[src/sv/mtg_pkg.sv]
// mtg_pkg: shared types, constants and helpers for the MT19937 generator.
// No dependencies; used by mtg_front, mtg_engine and mt19937_generator.
package mtg_pkg;

  localparam int STATE_WORDS_DEF  = 624;
  localparam int SHIFT_OFFSET_DEF = 397;

  localparam logic [31:0] MUL_LINEAR  = 32'd1812433253;
  localparam logic [31:0] MUL_ARRAY1  = 32'd1664525;
  localparam logic [31:0] MUL_ARRAY2  = 32'd1566083941;
  localparam logic [31:0] ARRAY_SEED  = 32'd19650218;
  localparam logic [31:0] RESET_SEED  = 32'd5489;
  localparam logic [31:0] TWIST_MAT   = 32'h9908b0df;
  localparam logic [31:0] TEMPER_B    = 32'h9d2c5680;
  localparam logic [31:0] TEMPER_C    = 32'hefc60000;
  localparam logic [31:0] UPPER_MASK  = 32'h80000000;
  localparam logic [31:0] LOWER_MASK  = 32'h7fffffff;

  localparam logic MODE_DRAW   = 1'b0;
  localparam logic MODE_RESEED = 1'b1;
  localparam logic KIND_DRAW   = 1'b0;
  localparam logic KIND_RESEED = 1'b1;
  localparam logic CFG_SEED_VALUE  = 1'b0;
  localparam logic CFG_SEED_METHOD = 1'b1;
  localparam logic METHOD_LINEAR = 1'b0;
  localparam logic METHOD_ARRAY  = 1'b1;

  typedef struct packed {
    logic       reseed;
    logic [5:0] bits;   // already clamped to 0..32
  } cmd_t;

  function automatic logic [31:0] temper(input logic [31:0] x);
    logic [31:0] y;
    y = x ^ (x >> 11);
    y = y ^ ((y << 7) & TEMPER_B);
    y = y ^ ((y << 15) & TEMPER_C);
    y = y ^ (y >> 18);
    return y;
  endfunction

  function automatic logic [31:0] fold30(input logic [31:0] p);
    return p ^ (p >> 30);
  endfunction

endpackage

[src/sv/mtg_front.sv]
// mtg_front: accepts input items, clamps the bit count and queues them.
// Two-entry queue decouples the input from the engine. Uses mtg_pkg.
module mtg_front import mtg_pkg::*; (
  input  logic       clk,
  input  logic       rst_n,
  input  logic       in_valid,
  output logic       in_stall,
  input  logic       in_mode,
  input  logic [5:0] in_bits,
  output logic       cmd_valid,
  output cmd_t       cmd,
  input  logic       cmd_pop
);

  cmd_t       q_r [2];
  logic       wp_r, rp_r;
  logic [1:0] cnt_r;
  cmd_t       c_new;
  logic       push;

  always_comb begin
    c_new.reseed = (in_mode == MODE_RESEED);
    c_new.bits   = (in_bits > 6'd32) ? 6'd32 : in_bits;
  end

  assign in_stall  = (cnt_r == 2'd2);
  assign push      = in_valid && !in_stall;
  assign cmd_valid = (cnt_r != 2'd0);
  assign cmd       = q_r[rp_r];

  always_ff @(posedge clk) begin
    if (!rst_n) begin
      wp_r  <= 1'b0;
      rp_r  <= 1'b0;
      cnt_r <= 2'd0;
    end else begin
      if (push) begin
        q_r[wp_r] <= c_new;
        wp_r      <= ~wp_r;
      end
      if (cmd_pop && cmd_valid) rp_r <= ~rp_r;
      cnt_r <= cnt_r + {1'b0, push} - {1'b0, cmd_pop && cmd_valid};
    end
  end

endmodule

[config.mk]
export PLATFORM = sky130hd
export DESIGN_NAME = mtg_front
export DESIGN_NICKNAME = d
export VERILOG_FILES = /design/src/sv/mtg_pkg.sv /design/src/sv/mtg_front.sv
export SDC_FILE = /design/constraint.sdc
export NUM_CORES = 1
export LEC_CHECK = 0
export BUFFER_PORTS_ARGS = -buffer_cell sky130_fd_sc_hd__buf_2
export CAP_MARGIN = 5
export CORE_ASPECT_RATIO = 1.25
export CORE_MARGIN = 4
export CORE_UTILIZATION = 43
export CTS_BUF_LIST = sky130_fd_sc_hd__clkbuf_2
export DETAILED_ROUTE_END_ITERATION = 16
export PLACE_DENSITY = 0.67
export SYNTH_ARGS = -nofsm -noshare
export SYNTH_HDL_FRONTEND = slang
export SYNTH_SLANG_ARGS = --single-unit
export TNS_END_PERCENT = 1
[constraint.sdc]
create_clock -name clk -period 4.46 [get_ports clk]
set_clock_uncertainty 0.1 [all_clocks]
set_input_delay 0.892 -clock clk [delete_from_list [all_inputs] [get_ports clk]]
set_output_delay 0.892 -clock clk [all_outputs]
set_load 0.01 [all_outputs]
# Word level (Yosys, flattened, before mapping)
# Memory sizes are Yosys's and may differ from the RTL's. A register that Yosys moved wholly into a read port is not among the register bits.
# Cells that the tools add are included.
[word_totals]
register_bits = 4
ramBits = 14
inputBits = 11
out_inout_bits = 9
elab_cells = 20
memories = 1
[classes]
addsub = 2
n_lt_le_gt_ge = 1
n_eq_ne = 1
mux = 6
bitwise_logic = 2
n_reduce_logical = 4
[memory_table]
columns = ["memory", "words", "word_bits", "rd", "rd_clocked_by_memory_dff", "write_ports", "line_no", "text"]
rows = [
  ["q_r", 2, 7, 1, 1, 1, "mtg_front.sv:15", "cmd_t q_r [2];"],
]
[op_table]
columns = ["op", "n"]
rows = [
  ["> comparator 6 bit, second input constant", 1],
  ["2-to-1 mux 6 bit", 1],
  ["2-to-1 mux 1 bit", 5],
  ["adder 2 x 1 -> 2 bit", 1],
  ["== test 2 bit, second input constant", 1],
  ["logical AND 1 bit", 2],
  ["inverter 1 bit", 2],
  ["nonzero test 2 bit", 1],
  ["subtractor 2 x 1 -> 2 bit", 1],
  ["logical NOT 1 bit", 1],
]

# Depth between registers and ports, before layout
[depth]
word_depth = 6
depth_mapped = 9
ltp_nobuf = 9

# Worst setup path after synthesis
# No wires, ideal clock.
[synth_path]
path_type = "in2reg"
from = "input in_valid"
to = "register cnt_r[1]"
setup_time_ps = 115
arrival_time_ps = 1885
t_required_ps = 4245
path_slack_ps = 2360
cell_stages = 8
path_buffers = 0
cell_sequence = "and2_4 > inv_2 > ha_1 > inv_1 > ha_1 > xnor2_1 > xnor2_1 > and2_1"
[synth_between]
elab_chain_len = 3
[synth_lines]
columns = ["element", "line_no", "text"]
rows = [
  ["start, declared", "mtg_front.sv:6", "input logic in_valid,"],
  ["logical AND 1 bit", "mtg_front.sv:27", "assign push = in_valid && !in_stall;"],
  ["adder 2 x 1 -> 2 bit", "mtg_front.sv:42", "cnt_r <= cnt_r + {1'b0, push} - {1'b0, cmd_pop && cmd_valid};"],
  ["subtractor 2 x 1 -> 2 bit", "mtg_front.sv:42", ""],
  ["end signal, assigned", "mtg_front.sv:42", ""],
  ["end, declared", "mtg_front.sv:17", "logic [1:0] cnt_r;"],
]
# No other way between the ends.
# A chain may end at the register's enable or synchronous reset.

==> run_results.csv <==
group,metric,value,unit
run_status,status,"complete, no violations",
hold_path,min_path_type,"register to register",
synth,syn_area,782,um^2
global_routing,antenna_found_initial,0,
pwr,power_frac_comb,29.2,%
synth,synth_compound_area_share,1.92,%
cells_and_area,antenna_cells,0,
die,rows,17,
setup_path,end_kind,"output port",
cells_and_area,nets,89,
pwr,pwr-share-seq,54.3,%
setup_path,worst_ep_required_time,3470,ps
synth,synthDistinctLibCells,20,
global_routing,grt_max_degree,12,
pwr,p_switching,0.000130,W
clock_network,numCtsBuffers,3,
die,chipWidth,46.1,um
clock_network,cts-resized-gates,0,
pwr,pwr-share-clk,16.4,%
timing,finalSetupTns,0,ps
routing,drtIter0Drc,3,
setup_path,cp-start-kind,"register",
synth,netlist_top_cells_count,"edfxtp_1 (14), mux2_1 (7), nor2b_1 (7)",
timing,fin_crit_sh,53.0,%
synth,synthAdderAreaFrac,3.20,%
setup_path,crit_arrival,1370,ps
clock_network,cts_sinks,19,
routing,avgRoutedWirePerCell,12.6,um
synth,synth_ff_type,"edfxtp_1",
timing,worstMarginPinSlew,606,ps
timing,fmax,423,MHz
synth,synth-edff-count,14,
timing,slew_headroom,59.4,%
cells_and_area,drive_gt1_share,36.0,%
synth,yosys_warnings,0,
clock_network,cts_root_buf,"clkbuf_2",
timing,rsz0062_at_grt,"no",
global_routing,grt_pass1_vias,460,
synth,synthCells,54,
die,ios,20,
setup_path,worst-setup-path-type,"register to output port",
synth,syn_nets,67,
die,initial_utilization,44.8,%
cells_and_area,fin_util,52.3,%
pwr,p_per_area,478,mW/mm^2
routing,wl,1190,um
synth,ys_ff_latch,19,
routing,num_vias,460,
clock_network,tritoncts,"built",
pwr,intPower,0.000306,W
clock_network,htree_levels,1,
global_routing,grt_usage,10.7,%
flow_run,cap_violations,0,
synth,synth_area_per_cell,14.5,um^2
synth,yosysSeqAreaShare,66.6,%
pwr,swShare,29.8,%
timing,finalSetupViolations,0,
synth,synth.area.top_cells,"edfxtp_1 (54%), dfxtp_1 (13%), mux2_1 (10%)",
synth,yosys.area.top_type_share,53.8,%
routing,postRouteAntennaNets,0,
die,die_area,0.00257,mm^2
routing,dr.pass1.iters,3,
clock_network,clockBufferDepth,2,
clock_network,clkLatencyLatePin,310,ps
place,gp_congestion,0.639,
setup_path,crit_fanout,7,
cells_and_area,area_growth,16.6,%
routing,drc,0,
synth,synth_most_common_cell,"edfxtp_1",
routing,viasPerCell,4.89,
global_routing,grt_pass1_wl,1960,um
timing,period_minus_slack,2370,ps
timing,slew_violations,0,
synth,synth_xor_xnor_area_share,3.36,%
clock_network,cts_setup_buffers,0,
timing,timing.final.hold_violations,0,
place,dp_hpwl,895,um
clock_network,holdBufCountCts,0,
synth,muxShareOfSynthArea,10.1,%
cells_and_area,fillers,163,
synth,yosys.area_share.simple,12.3,%
synth,synth_top_family_by_area,"simple AND/OR/NAND/NOR gates",
pwr,power_leakage,0.380,nW
die,die_y,55.7,um
global_routing,gr-total-overflow,0,
synth,yosys.area.top_type,"edfxtp_1",
die,core_area,0.00174,mm^2
place,io_buffers,19,
clock_network,clk_pin_slew,180,ps
synth,ys_async_sr_fraction,0,%
pwr,ir_worst_vdd,228,uV
registers in the layout, summed over array words and instances, names as in the netlist, named ones only:
| signal | count |
|---|---|
| cnt_r | 2 |
| q_r | 14 |
| wp_r | 1 |
| rp_r | 1 |
area by class of cell:
type,instances,area [um^2],share of cell area [%]
Tap cell,19,23.8,2.61
Timing Repair Buffer,19,95.1,10.4
Inverter,3,11.3,1.23
Sequential cell,19,520,57.1
Clock inverter,1,5.00,0.549
Clock buffer,3,15.0,1.65
Multi-Input combinational cell,30,241,26.5
worst max-delay path: stages, from the launching register on:
cell	delay (ps)
dfxtp_1	550
mux2_1	370
buf_2	140
final timing paths:
check / startpoint / to / slack, ps / cells after the start
worst max-delay path: register / cmd[5] / 2090 / 2
worst min-delay path: wp_r / wp_r / 420 / 2
worst max register to register: cnt_r[0] / cnt_r[1] / 2650 / 9
worst min register to register: wp_r / wp_r / 420 / 2
cell usage in the layout (no fill, tap or decap), types with 2 or more instances in the layout:
| cell type | count |
|---|---|
| clkbuf_2 | 3 |
| inv_1 | 2 |
| ha_1 | 2 |
| mux2_1 | 7 |
| and2_1 | 2 |
| buf_2 | 19 |
| edfxtp_1 | 14 |
| xnor2_1 | 3 |
| nor2b_1 | 7 |
| dfxtp_1 | 5 |
routing by layer:
metal	up-vias	track usage [%]	part of all wire (%)
met2	16	18.1	50
met1	211	10.4	40
met3	4	3.24	8.3
li1	229	-	-
met4	0	7.32	2.0
met5	-	0	0
power by group through the flow:
| stage | logic, W | clock network [W] | registers (W) |
|---|---|---|---|
| 2_1_floorplan | 0.0000999 | 0 | 0.000230 |
| 3_5_place_dp | 0.000130 | 0 | 0.000242 |
| 6_report | 0.000127 | 0.0000716 | 0.000237 |
| 5_1_grt | 0.000143 | 0.0000844 | 0.000241 |
| 3_3_place_gp | 0.000127 | 0 | 0.000240 |
| 4_1_cts | 0.000131 | 0.0000751 | 0.000238 |
per-stage QoR:
stage          setup WS, ps  power [W]  area [um^2]  hold slack (ps)  instances
2_1_floorplan          2360   0.000330          782              367         54
3_3_place_gp           2250   0.000367          892              382         90
3_5_place_dp           2210   0.000372          892              395         90
4_1_cts                2060   0.000444          912              416         94
5_1_grt                2000   0.000469          912              462         94
6_report               2090   0.000436          912              418         94
cell families (layout without fill, tap and decap cells):
family                   count (synthesis)  after routing
buffers and inverters                    5             26
AND/OR/NAND/NOR                         16             16
multiplexers                             7              7
adder cells (fa/ha/maj)                  2              2
flip-flops                              19             19
XOR/XNOR                                 3              3
AO/OA/AOI/OAI                            2              2
Note: power is estimated with default switching activity, not from simulation.
